File: config.mk
export PLATFORM = sky130hd
export DESIGN_NAME = thread_stack_slot_allocator_top
export DESIGN_NICKNAME = d
export VERILOG_FILES = /design/src/design/tssa_pkg.sv /design/src/design/tssa_cell.sv /design/src/design/thread_stack_slot_allocator_top.sv
export SDC_FILE = /design/constraint.sdc
export NUM_CORES = 1
export LEC_CHECK = 0
export ABC_AREA = 0
export BUFFER_PORTS_ARGS = -buffer_cell sky130_fd_sc_hd__clkbuf_2
export CORE_AREA = 2 2 178 180
export DETAILED_ROUTE_END_ITERATION = 10
export DIE_AREA = 0 0 180 182
export GPL_ROUTABILITY_DRIVEN = 0
export PLACE_DENSITY = 0.63
export SYNTH_ARGS = -nofsm -noshare
export SYNTH_HDL_FRONTEND = slang
export SYNTH_SLANG_ARGS = --single-unit
File: constraint.sdc
create_clock -name clock -period 8.3 [get_ports clock]
set_input_delay 1.66 -clock clock [delete_from_list [all_inputs] [get_ports clock]]
set_output_delay 1.66 -clock clock [all_outputs]
set_load 0.005 [all_outputs]
File: src/design/tssa_pkg.sv
// Package for the thread stack slot allocator: beat types, action and status codes,
// and the control structs passed between the top level and the slot cells.
// No dependencies.
`timescale 1ns / 1ps
`default_nettype none
package tssa_pkg;

   localparam int DEFAULT_SLOT_COUNT = 8;
   localparam int ID_W = 16;
   localparam int COUNT_W = 17;
   localparam int TOP_W = 24;
   localparam int STRIDE_W = 16;
   localparam int CSR_INDEX_W = 1;
   localparam int STATUS_W = 3;
   localparam int ACTION_W = 2;

   localparam logic [COUNT_W-1:0] ID_LIMIT = 17'h10000;
   localparam logic [TOP_W-1:0] GUARD_BYTES = 24'd16;
   localparam logic [TOP_W-1:0] TOP_RESET = 24'd16384;
   localparam logic [STRIDE_W-1:0] STRIDE_RESET = 16'd272;

   localparam logic [CSR_INDEX_W-1:0] CSR_TOP_ADDRESS = 1'd0;
   localparam logic [CSR_INDEX_W-1:0] CSR_BLOCK_STRIDE = 1'd1;

   localparam logic [ACTION_W-1:0] ACT_ADD = 2'd0;
   localparam logic [ACTION_W-1:0] ACT_REMOVE = 2'd1;
   localparam logic [ACTION_W-1:0] ACT_LOOKUP = 2'd2;

   localparam logic [STATUS_W-1:0] ST_OK = 3'd0;
   localparam logic [STATUS_W-1:0] ST_NEVER = 3'd1;
   localparam logic [STATUS_W-1:0] ST_NOT_RUNNING = 3'd2;
   localparam logic [STATUS_W-1:0] ST_FULL = 3'd3;
   localparam logic [STATUS_W-1:0] ST_UNDERFLOW = 3'd4;

   typedef struct packed {
      logic [ACTION_W-1:0] action;
      logic [ID_W-1:0]     thread_id;
   } req_type;

   typedef struct packed {
      logic [STATUS_W-1:0] status;
      logic [ID_W-1:0]     new_id;
      logic [TOP_W-1:0]    stack_top;
      logic                all_free;
   } rsp_type;

   // broadcast to every cell
   typedef struct packed {
      logic            add_en;
      logic            remove_en;
      logic [ID_W-1:0] id;
   } cell_cmd_type;

   // rippled from cell to cell, lowest slot first
   typedef struct packed {
      logic free_seen;
      logic match_seen;
   } chain_type;

   typedef struct packed {
      logic busy;
      logic free_hit;
      logic match_hit;
   } cell_hit_type;

endpackage
`default_nettype wire

File: src/design/tssa_cell.sv
// One stack slot: busy flag and owner id, plus its link in the priority chain.
// Depends on tssa_pkg.
`timescale 1ns / 1ps
`default_nettype none
module tssa_cell
   import tssa_pkg::*;
(
   input  wire logic         clock,
   input  wire logic         reset,
   input  wire cell_cmd_type cmd,
   input  wire chain_type    chain_prev,
   output chain_type         chain_next,
   output cell_hit_type      hit
);

   logic            busy_ff, busy_in;
   logic [ID_W-1:0] owner_ff;
   logic            owns_id;

   assign owns_id = busy_ff && (owner_ff == cmd.id);

   // first free slot and first owner win; later cells see the token already taken
   assign hit.busy = busy_ff;
   assign hit.free_hit = !busy_ff && !chain_prev.free_seen;
   assign hit.match_hit = owns_id && !chain_prev.match_seen;
   assign chain_next.free_seen = chain_prev.free_seen || !busy_ff;
   assign chain_next.match_seen = chain_prev.match_seen || owns_id;

   always_comb begin
      busy_in = busy_ff;
      if (cmd.add_en && hit.free_hit) begin
         busy_in = 1'b1;
      end else if (cmd.remove_en && hit.match_hit) begin
         busy_in = 1'b0;
      end
   end

   always_ff @(posedge clock) begin
      if (reset) begin
         busy_ff <= 1'b0;
      end else begin
         busy_ff <= busy_in;
      end
   end

   // owner is only read while busy, so it needs no reset
   always_ff @(posedge clock) begin
      if (cmd.add_en && hit.free_hit) begin
         owner_ff <= cmd.id;
      end
   end

endmodule
`default_nettype wire

File: src/design/thread_stack_slot_allocator_top.sv
// Top level of the thread stack slot allocator: row of slot cells, id counter,
// configuration registers and the address stage. Depends on tssa_pkg, tssa_cell.
`timescale 1ns / 1ps
`default_nettype none
// Usage:
//  req_ channel (valid/ready) carries one request beat: action and thread_id.
//  rsp_ channel (valid/ready) returns exactly one result beat per request:
//  status, new_id, stack_top, all_free.
//  csr_ port writes top_address (index 0) or block_stride (index 1);
//  write only while no request is in flight.
//  At acceptance the slot chain search runs, the slot table and id counter
//  update and the request is loaded into the address stage; from there the
//  stride times slot multiply and the underflow compare go into the output
//  register. req_ready is low only while the address stage holds a request,
//  so a new request is taken while a finished result still waits in the
//  output register.
//  If the receiver stalls, the address stage holds until the output register
//  frees, and req_ready stays low meanwhile.
//  Reset (synchronous, active high) frees all slots, clears the id counter
//  and loads top_address 16384 and block_stride 272. No clearing pass.
module thread_stack_slot_allocator_top
   import tssa_pkg::*;
#(
   parameter int SLOT_COUNT = DEFAULT_SLOT_COUNT
)(
   input  wire logic                   clock,
   input  wire logic                   reset,
   input  wire logic                   req_valid,
   output logic                        req_ready,
   input  wire req_type                req_data,
   output logic                        rsp_valid,
   input  wire logic                   rsp_ready,
   output rsp_type                     rsp_data,
   input  wire logic                   csr_we,
   input  wire logic [CSR_INDEX_W-1:0] csr_index,
   input  wire logic [TOP_W-1:0]       csr_wdata
);

   localparam int SLOT_W = (SLOT_COUNT > 1) ? $clog2(SLOT_COUNT) : 1;
   localparam int PROD_W = STRIDE_W + SLOT_W;
   localparam int OFF_W = PROD_W + 1;
   localparam int CMP_W = (OFF_W > TOP_W) ? OFF_W : TOP_W;

   logic [TOP_W-1:0]    top_ff;
   logic [STRIDE_W-1:0] stride_ff;
   logic [COUNT_W-1:0]  ids_ff, ids_in;

   logic                accept;
   cell_cmd_type        cmd;
   chain_type           chain [SLOT_COUNT+1];
   cell_hit_type        hits [SLOT_COUNT];
   logic [SLOT_COUNT-1:0] free_vec, match_vec, busy_vec;
   logic [SLOT_W-1:0]   free_idx, match_idx;

   logic                ids_left, id_known, any_free, any_match;
   logic [STATUS_W-1:0] status_in;
   logic [ID_W-1:0]     new_id_in;
   logic                lookup_in;

   logic                calc_ff;
   logic [STATUS_W-1:0] stg_status_ff;
   logic [ID_W-1:0]     stg_new_id_ff;
   logic [SLOT_W-1:0]   stg_slot_ff;
   logic                stg_lookup_ff;
   logic                advance;

   logic [PROD_W-1:0]   prod;
   logic [CMP_W-1:0]    offset;
   rsp_type             rsp_in;
   logic                rsp_valid_ff;
   rsp_type             rsp_ff;

   assign req_ready = !calc_ff;
   assign accept = req_valid && req_ready;
   assign advance = calc_ff && (!rsp_valid_ff || rsp_ready);

   // ---- configuration ----
   always_ff @(posedge clock) begin
      if (reset) begin
         top_ff <= TOP_RESET;
         stride_ff <= STRIDE_RESET;
      end else if (csr_we) begin
         case (csr_index)
            CSR_TOP_ADDRESS:  top_ff <= csr_wdata;
            CSR_BLOCK_STRIDE: stride_ff <= csr_wdata[STRIDE_W-1:0];
            default:          ;
         endcase
      end
   end

   // ---- slot chain ----
   assign chain[0] = '0;

   for (genvar g = 0; g < SLOT_COUNT; g++) begin : g_cell
      tssa_cell u_cell (
         .clock      (clock),
         .reset      (reset),
         .cmd        (cmd),
         .chain_prev (chain[g]),
         .chain_next (chain[g+1]),
         .hit        (hits[g])
      );
      assign free_vec[g] = hits[g].free_hit;
      assign match_vec[g] = hits[g].match_hit;
      assign busy_vec[g] = hits[g].busy;
   end

   always_comb begin
      free_idx = '0;
      match_idx = '0;
      for (int i = 0; i < SLOT_COUNT; i++) begin
         if (free_vec[i]) free_idx = free_idx | SLOT_W'(i);
         if (match_vec[i]) match_idx = match_idx | SLOT_W'(i);
      end
   end

   assign ids_left = ids_ff < ID_LIMIT;
   assign id_known = {1'b0, req_data.thread_id} < ids_ff;
   assign any_free = chain[SLOT_COUNT].free_seen;
   assign any_match = chain[SLOT_COUNT].match_seen;

   always_comb begin
      cmd.add_en = 1'b0;
      cmd.remove_en = 1'b0;
      cmd.id = req_data.thread_id;
      status_in = ST_OK;
      new_id_in = '0;
      lookup_in = 1'b0;
      ids_in = ids_ff;
      case (req_data.action)
         ACT_ADD: begin
            cmd.id = ids_ff[ID_W-1:0];
            if (!any_free || !ids_left) begin
               status_in = ST_FULL;
            end else begin
               cmd.add_en = accept;
               new_id_in = ids_ff[ID_W-1:0];
               ids_in = ids_ff + COUNT_W'(1);
            end
         end
         ACT_REMOVE, ACT_LOOKUP: begin
            if (!id_known) begin
               status_in = ST_NEVER;
            end else if (!any_match) begin
               status_in = ST_NOT_RUNNING;
            end else if (req_data.action == ACT_REMOVE) begin
               cmd.remove_en = accept;
            end else begin
               lookup_in = 1'b1;
            end
         end
         default: ;
      endcase
   end

   always_ff @(posedge clock) begin
      if (reset) begin
         ids_ff <= '0;
      end else if (accept) begin
         ids_ff <= ids_in;
      end
   end

   // ---- address stage ----
   always_ff @(posedge clock) begin
      if (reset) begin
         calc_ff <= 1'b0;
      end else if (accept) begin
         calc_ff <= 1'b1;
      end else if (advance) begin
         calc_ff <= 1'b0;
      end
   end

   always_ff @(posedge clock) begin
      if (accept) begin
         stg_status_ff <= status_in;
         stg_new_id_ff <= new_id_in;
         stg_slot_ff <= match_idx;
         stg_lookup_ff <= lookup_in;
      end
   end

   assign prod = PROD_W'(stride_ff) * PROD_W'(stg_slot_ff);
   assign offset = CMP_W'(prod) + CMP_W'(GUARD_BYTES);

   always_comb begin
      rsp_in.status = stg_status_ff;
      rsp_in.new_id = stg_new_id_ff;
      rsp_in.stack_top = '0;
      rsp_in.all_free = ~|busy_vec;
      if (stg_lookup_ff) begin
         if (offset > CMP_W'(top_ff)) begin
            rsp_in.status = ST_UNDERFLOW;
         end else begin
            rsp_in.stack_top = TOP_W'(CMP_W'(top_ff) - offset);
         end
      end
   end

   // ---- output register ----
   always_ff @(posedge clock) begin
      if (reset) begin
         rsp_valid_ff <= 1'b0;
      end else if (advance) begin
         rsp_valid_ff <= 1'b1;
      end else if (rsp_ready) begin
         rsp_valid_ff <= 1'b0;
      end
   end

   always_ff @(posedge clock) begin
      if (advance) begin
         rsp_ff <= rsp_in;
      end
   end

   assign rsp_valid = rsp_valid_ff;
   assign rsp_data = rsp_ff;

   // ---- assertions ----
   a_one_beat_in_flight: assert property (@(posedge clock) disable iff (reset)
      accept |=> !req_ready)
      else $error("request accepted while previous one still in address stage");

   a_single_free_hit: assert property (@(posedge clock) disable iff (reset)
      $onehot0(free_vec))
      else $error("more than one free slot claimed the add");

   a_single_owner: assert property (@(posedge clock) disable iff (reset)
      $onehot0(match_vec))
      else $error("more than one slot matched the thread id");

   a_id_count_bound: assert property (@(posedge clock) disable iff (reset)
      ids_ff <= ID_LIMIT)
      else $error("id counter passed its limit");

endmodule
`default_nettype wire

==> impl_results.md, run 1 <==
- CTS buffer count: 29
- Endpoints failing setup: 0
- Reg power frac: a little under half
- HP Class: flop to flop
- Largest net degree at the start of global routing: 63
- Die W: 180 um
- Number of buffers added on ports: slightly above 90
- Htree depth: 1
- Worst setup EP type: flop
- Syn Area/Cell: approximately 11 sq um
- FP Rows: 65
- Util after Layout: about half
- Final worst path period share: approximately 84%
- Top_reg_cell synth: edfxtp_1
- Share of layout cells above drive strength 1: between 10% and 20%
- Sequential share of the synthesized area: 52.24%
- Max VDD drop: about 150 uV
- Vias in the first global route: 9120
- Detail Placement HPWL: 22620 um
- Syn_nets: between 1000 and 1500
- Sw Pwr: 0.7699 mW
- Post-CTS Setup Repair Bufs: 0
- Post-CTS sizing: 0
- PD cells: approximately 200 mW/mm^2
- Die area: between 0.03 and 0.04 sq mm
- CP Launch Type: flop
- GRT Util Overall: a little under a fifth
- Violation count after the first detailed-routing iteration: 570
- Hold Buf Count CTS: 0
- Initial core utilization: ~44%
- Final #Nets: ~1400
- Post-synthesis instance total: 1199
- Avg Vias per Cell: 5.242
- Post-synth EDFFs: approximately 190
- Count of antenna-violating nets left after detailed routing: 0
- Post-DP Area: approximately 0.015 sq mm
- Remaining Overflow, GRT: 0
- Tot Pwr: approximately 3 mW
- GR Util met1: about a quarter
- Final TNS setup: 0 ns
- Met2 usage: around 31%
- Residual DRC count: 0
- Crit Path Class: flop to flop
- Synth area leader: edfxtp_1
- Worst slew pin tran: 1.128 ns
- Final Hold Vio Count: 0
- FFs w/ async S/R, synth: 0%
- Post-route cell area: 0.01558 sq mm
- CP arrival: around 7.2 ns
- Synth top area cells: edfxtp_1 (42%), dfxtp_1 (9.8%), xnor2_1 (8.4%), ha_1 (6.6%), nand2_1 (4.0%)
- Met3 usage: approximately 3.4%
- Synth Register Bits: 261
- Drt first pass iters: 5
- Max-slew violations: 0
- Antenna Diode Count: 0
- Int Power: around 2.3 mW
- Number of max-cap violations: 0
- Clk root buf: clkbuf_16
- Clk sinks: 261
- Commonest cells in the netlist: edfxtp_1 (194), nand2_1 (148), xnor2_1 (131)
- F_max: around 140 MHz
- Pleak: just under 6 nW
- Initial antenna violation count: 1
- Mapped Area: roughly 0.014 sq mm
- Worst endpoint required time: about 8.6 ns
- I/O pin cnt: 94
- Via count: about 9100
- Die H: 182 um
- Core region area: slightly above 0.03 sq mm
- Post-synth top area share: roughly 42%
- Synth warn: 0
- Final worst hold slack: between 0.4 and 0.5 ns
- CTS tree: built
- Slew headroom: ~24%
- Crit path max fanout: 20
- Global-route wire length before repair: 49340 um
- Clock Power Share: between 30% and 40%
- Clk Latency, worst-skew pair: 0.56 ns
- Area growth from synthesis to layout: 13.55%
- GR peak layer: met2
- Routed len/inst: 17.77 um
- Switch share: about 25%
- Status: complete, no violations
- Skew final: 0.01754 ns
- Fin crit period: roughly 6.9 ns
- Most common cell in the netlist: edfxtp_1
- Clock transition at path regs: about 0.06 ns
- Unique masters post-synth: between 60 and 70
- Final WL: 30780 um
- CTS max path bufs: 3
- RSZ-0062 raised after global routing: no
- Gate power share: between 10% and 20%
path summary, 6_finish.rpt:
check                       to  depth (start not counted)  slack (ns)        startpoint
setup reg to reg  rsp_data[23]                         20        1.37    stg_slot_ff[2]
hold / removal    rsp_data[26]                          0        0.42  stg_new_id_ff[1]
hold reg to reg   rsp_data[26]                          0        0.42  stg_new_id_ff[1]
setup / recovery  rsp_data[23]                         20        1.37    stg_slot_ff[2]
area by class of cell:
class | count | area [sq um]
inverters | 62 | 232.7
well taps | 402 | 503.0
repair buffers | 103 | 540.5
clock inverters | 12 | 78.83
fillers | 2750 | 15410
multi-input cells | 850 | 6222
clock buffers | 42 | 834.6
flip-flops and latches | 261 | 7167
routing by layer:
metal / wire length, um / part of all wire [%]
met1: 14030 / 46
met2: 14170 / 46
met3: 1555 / 5.1
met4: 1011 / 3.3
met5: 13 / 0.042
per-stage QoR:
step,instances,setup slack (ns)
after floorplan,1199,2.375
after global placement,1678,1.660
after detailed placement,1678,1.506
after CTS,1732,1.451
after global routing,1732,0.8856
final,1732,1.368
registers in the layout, indices dropped and copies added (netlist names):
signal / count
stg_new_id_ff: 16
g_cell.u_cell.busy_ff: 8
ids_ff: 17
rsp_valid: 1
stg_slot_ff: 3
rsp_data: 44
top_ff: 24
calc_ff: 1
stride_ff: 16
g_cell.u_cell.owner_ff: 128
stg_status_ff: 2
stg_lookup_ff: 1
power by group through the flow:
stage	logic (mW)	clock network (mW)	registers (mW)
after floorplan	0.266	0	1.49
after global placement	0.374	0	1.50
after detailed placement	0.381	0	1.50
after CTS	0.383	1.24	1.47
after global routing	0.423	1.29	1.47
final	0.380	1.22	1.47
layout by cell type, fill, tap and decap left out, types with 7 or more instances in the layout:
master	instances
buf_4	10
nand2_1	148
dfxtp_1	67
a21o_1	13
clkbuf_16	29
nand2b_1	12
nor4_1	27
nand3_1	18
inv_1	62
a211oi_1	11
xnor2_1	131
fa_1	16
edfxtp_1	194
ha_1	71
a21oi_1	72
or3_1	9
xor2_1	38
mux2i_4	16
and2_1	64
nor2_1	56
nand4_1	10
o21ai_0	21
clkbuf_2	93
clkbuf_1	7
o21a_1	10
nor3_1	30
logic make-up (layout without fill, tap and decap cells):
| family | Yosys count | in the layout | share of synthesized area [%] |
|---|---|---|---|
| and+or+nand+nor | 404 | 404 | 14.65 |
| DFF | 261 | 261 | 52.24 |
| AOI/OAI and AO/OA | 172 | 172 | 8.071 |
| xor gates and xnor gates | 169 | 169 | 10.79 |
| adders and majority gates | 88 | 88 | 8.901 |
| buffers and inverters | 88 | 219 | 2.654 |
| muxes | 17 | 17 | 2.700 |
critical path: stages (launching register included):
cell,delay (ns)
edfxtp_1,0.58
and2_1,0.27
fa_1,0.46
fa_1,0.54
fa_1,0.49
a21o_1,0.18
a21o_1,0.20
a21oi_1,0.19
o21ai_0,0.12
a21oi_1,0.39
o2111ai_1,0.19
a21o_1,0.21
xnor2_1,0.12
ha_1,0.33
a21oi_1,0.23
nand2_1,0.10
or4_1,0.46
o21ai_0,0.49
o21a_1,0.77
nor2_1,0.09
a31o_2,0.27
Power figures use the tool's default switching activity.
==> inputs of run 2 (changes only) <==
ABC_AREA = 1   (was 0)
CORE_AREA = 2 2 187 189   (was 2 2 178 180)
DIE_AREA = 0 0 189 191   (was 0 0 180 182)
PLACE_DENSITY = 0.62   (was 0.63)
clock period = 7.2 ns   (was 8.3 ns; I/O delays follow)
==> impl_results.md, run 2 <==
- Status: complete, no violations
- Clk sinks: 261 (unchanged)
- Slew headroom: 37.57% (+13 points)
- FFs w/ async S/R, synth: 0% (unchanged)
- CP max stage cell: edfxtp_1
- Unique masters post-synth: 54 (-11%)
- Area growth from synthesis to layout: 13.53% (about the same)
- Worst endpoint required time: 7.49 ns (-1.12 ns)
- Violation count after the first detailed-routing iteration: 1103 (+94%)
- Crit Path Class: flop to flop
- Post-synth top area share: 38.56% (-3.9 points)
- Remaining Overflow, GRT: 0 (unchanged)
- Global-route wire length before repair: 64210 um (+30%)
- F_max: 173.2 MHz (+20%)
- CTS max path bufs: 3 (unchanged)
- RSZ-0062 raised after global routing: no
- Largest net degree at the start of global routing: 45 (-29%)
- Synth Register Bits: 261 (unchanged)
- Die W: 189 um (+5.0%)
- Hold Buf Count CTS: 0 (unchanged)
- Final worst path period share: 80.18% (-3.3 points)
- FP Rows: 68 (+4.6%)
- Critical Path Max Stage Delay: 0.61 ns (-0.16 ns)
- Worst hold start: stg_new_id_ff[2]
- Fin crit period: 5.773 ns (-1.159 ns)
- Syn_nets: 1928 (+44%)
- PD cells: 226.9 mW/mm^2 (+15%)
- Max VDD drop: 200.3 uV (+35%)
- Synth area leader: edfxtp_1
- Post-synthesis instance total: 1792 (+49%)
- Most frequent cells in the layout: nand2_1 (423), inv_1 (236), nor2_1 (235), edfxtp_1 (194), clkbuf_2 (93)
- CTS buffer count: 29 (unchanged)
- Worst slew pin tran: 0.9307 ns (-0.1968 ns)
- Max-slew violations: 0 (unchanged)
- Syn Area/Cell: 8.430 sq um (-26%)
- Clk root buf: clkbuf_16
- Worst r2r src: stg_slot_ff[2]
- Met2 usage: 35.94% (+4.9 points)
- Drt first pass iters: 6 (+1)
- Count of antenna-violating nets left after detailed routing: 0 (unchanged)
- Die H: 191 um (+4.9%)
- Tot Pwr: 3.891 mW (+27%)
- Post-synth EDFFs: 194 (unchanged)
- Number of max-cap violations: 0 (unchanged)
- Crit path max fanout: 24 (+20%)
- Commonest non-fill, non-tap cell in the layout: nand2_1
- Post-CTS Setup Repair Bufs: 0 (unchanged)
- Initial core utilization: 44.28% (about the same)
- Most common cell in the netlist: nand2_1
- Delay-heaviest family, CP: simple AND/OR/NAND/NOR gates
- Die area: 0.03610 sq mm (+10%)
- GR Util met1: 31.88% (+6.4 points)
- Detail Placement HPWL: 30150 um (+33%)
- Skew final: 0.01501 ns (-0.002538 ns)
- Final TNS setup: 0 ns (unchanged)
- Top reg by flops: g_cell.u_cell.owner_ff
- Routed len/inst: 17.19 um (-3.2%)
- Residual DRC count: 0 (unchanged)
- Top_reg_cell synth: edfxtp_1
- Clock transition at path regs: 0.06 ns (about the same)
- Initial antenna violation count: 0 (-1)
- Worst setup EP type: flop
- Met3 usage: 2.974% (-0.42 points)
- CTS tree: built
- Final WL: 40850 um (+33%)
- Via count: 12470 (+37%)
- CP arrival: 6.06 ns (-1.18 ns)
- Endpoints failing setup: 0 (unchanged)
- Htree depth: 1 (unchanged)
- Final Hold Vio Count: 0 (unchanged)
- Largest register FFs: 128 (unchanged)
- GR peak layer: met2
- CP Launch Type: flop
- Worst Setup SP: stg_slot_ff[2]
- Final #Nets: 2034 (+41%)
- Clk Latency, worst-skew pair: 0.57 ns (about the same)
- Mapped Area: 0.01511 sq mm (+10%)
- Antenna Diode Count: 0 (unchanged)
- Commonest cells in the netlist: nand2_1 (423), inv_1 (236), nor2_1 (236)
- Synth top area cells: edfxtp_1 (39%), nand2_1 (11%), dfxtp_1 (8.9%), ha_1 (6.0%), inv_1 (5.9%)
- Synth warn: 0 (unchanged)
- GRT Util Overall: 22.60% (+3.7 points)
- Sequential share of the synthesized area: 47.44% (-4.8 points)
- Avg Vias per Cell: 5.247 (about the same)
- Core region area: 0.03412 sq mm (+10%)
- Pleak: 7.719 nW (+34%)
- Share of layout cells above drive strength 1: 11.61% (-1.9 points)
- I/O pin cnt: 94 (unchanged)
- Post-CTS sizing: 0 (unchanged)
- HP Class: flop to flop
- Crit path top cell by count: a21oi_1
- CP bufs+invs: 2 (+2)
- Vias in the first global route: 11800 (+29%)
- Number of buffers added on ports: 93 (unchanged)
[run 2: cell count changes in the layout (fill, tap and decap cells not counted), sizes merged, moves of 12 or more]
cell	before	now
nand3	18	90
nand2b	12	0
nand2	148	451
o21ai	21	84
xnor2	131	29
nand4	10	49
or2	2	21
mux2i	17	0
a21oi	73	89
and2	64	0
nor2	56	238
nor4	27	9
inv	63	248
[run 2: area by class of cell]
cell class | instances | area [sq um]
Inverter | 246 | 928.4
Sequential cell | 261 | 7167
Timing Repair Buffer | 106 | 563.0
Tap cell | 455 | 569.3
Multi-Input combinational cell | 1254 | 6882
Clock inverter | 20 | 277.8
Fill cell | 3263 | 16970
Clock buffer | 34 | 764.5
[run 2: report_power, final]
part           internal (mW)  switching, mW  leakage (nW)
clock                  0.980          0.640         0.506
combinational          0.189          0.381          4.87
sequential              1.67         0.0282          2.34
[run 2: cells by family (layout without fill, tap and decap cells)]
logic type / count (synthesis) / in the layout / synth area share [%]
flip-flops: 261 / 261 / 47.44
buffers and inverters: 277 / 406 / 7.313
AO/OA/AOI/OAI: 193 / 193 / 6.775
XOR/XNOR: 63 / 63 / 3.652
adder cells (fa/ha/maj): 88 / 88 / 8.083
AND/OR/NAND/NOR: 910 / 910 / 26.74
[run 2: routing by layer]
layer  vias up  share of wire [%]
met5         -                  0
met4         0                3.4
met3        83                6.6
met2       421                 44
met1      5831                 46
li1       6132                  -
[run 2: metrics by stage]
step                util, %  instances  cell area [sq um]  setup WS, ns  hold slack [ns]
floorplan                 -       1792              15110         2.027           0.4003
global placement      47.22       2322              16110         1.598           0.4011
detailed placement    47.22       2322              16110         1.444           0.4051
CTS                   50.27       2376              17150         1.418           0.4202
global route          50.27       2376              17150        0.9602           0.4221
finish                50.27       2376              17150         1.427           0.4188
[run 2: worst paths after layout]
check	endpoint	slack, ns	cells after the start
min reg2reg	rsp_data[27]	0.42	0
max reg2reg	rsp_data[17]	1.43	25
max	rsp_data[17]	1.43	25
min	rsp_data[27]	0.42	0
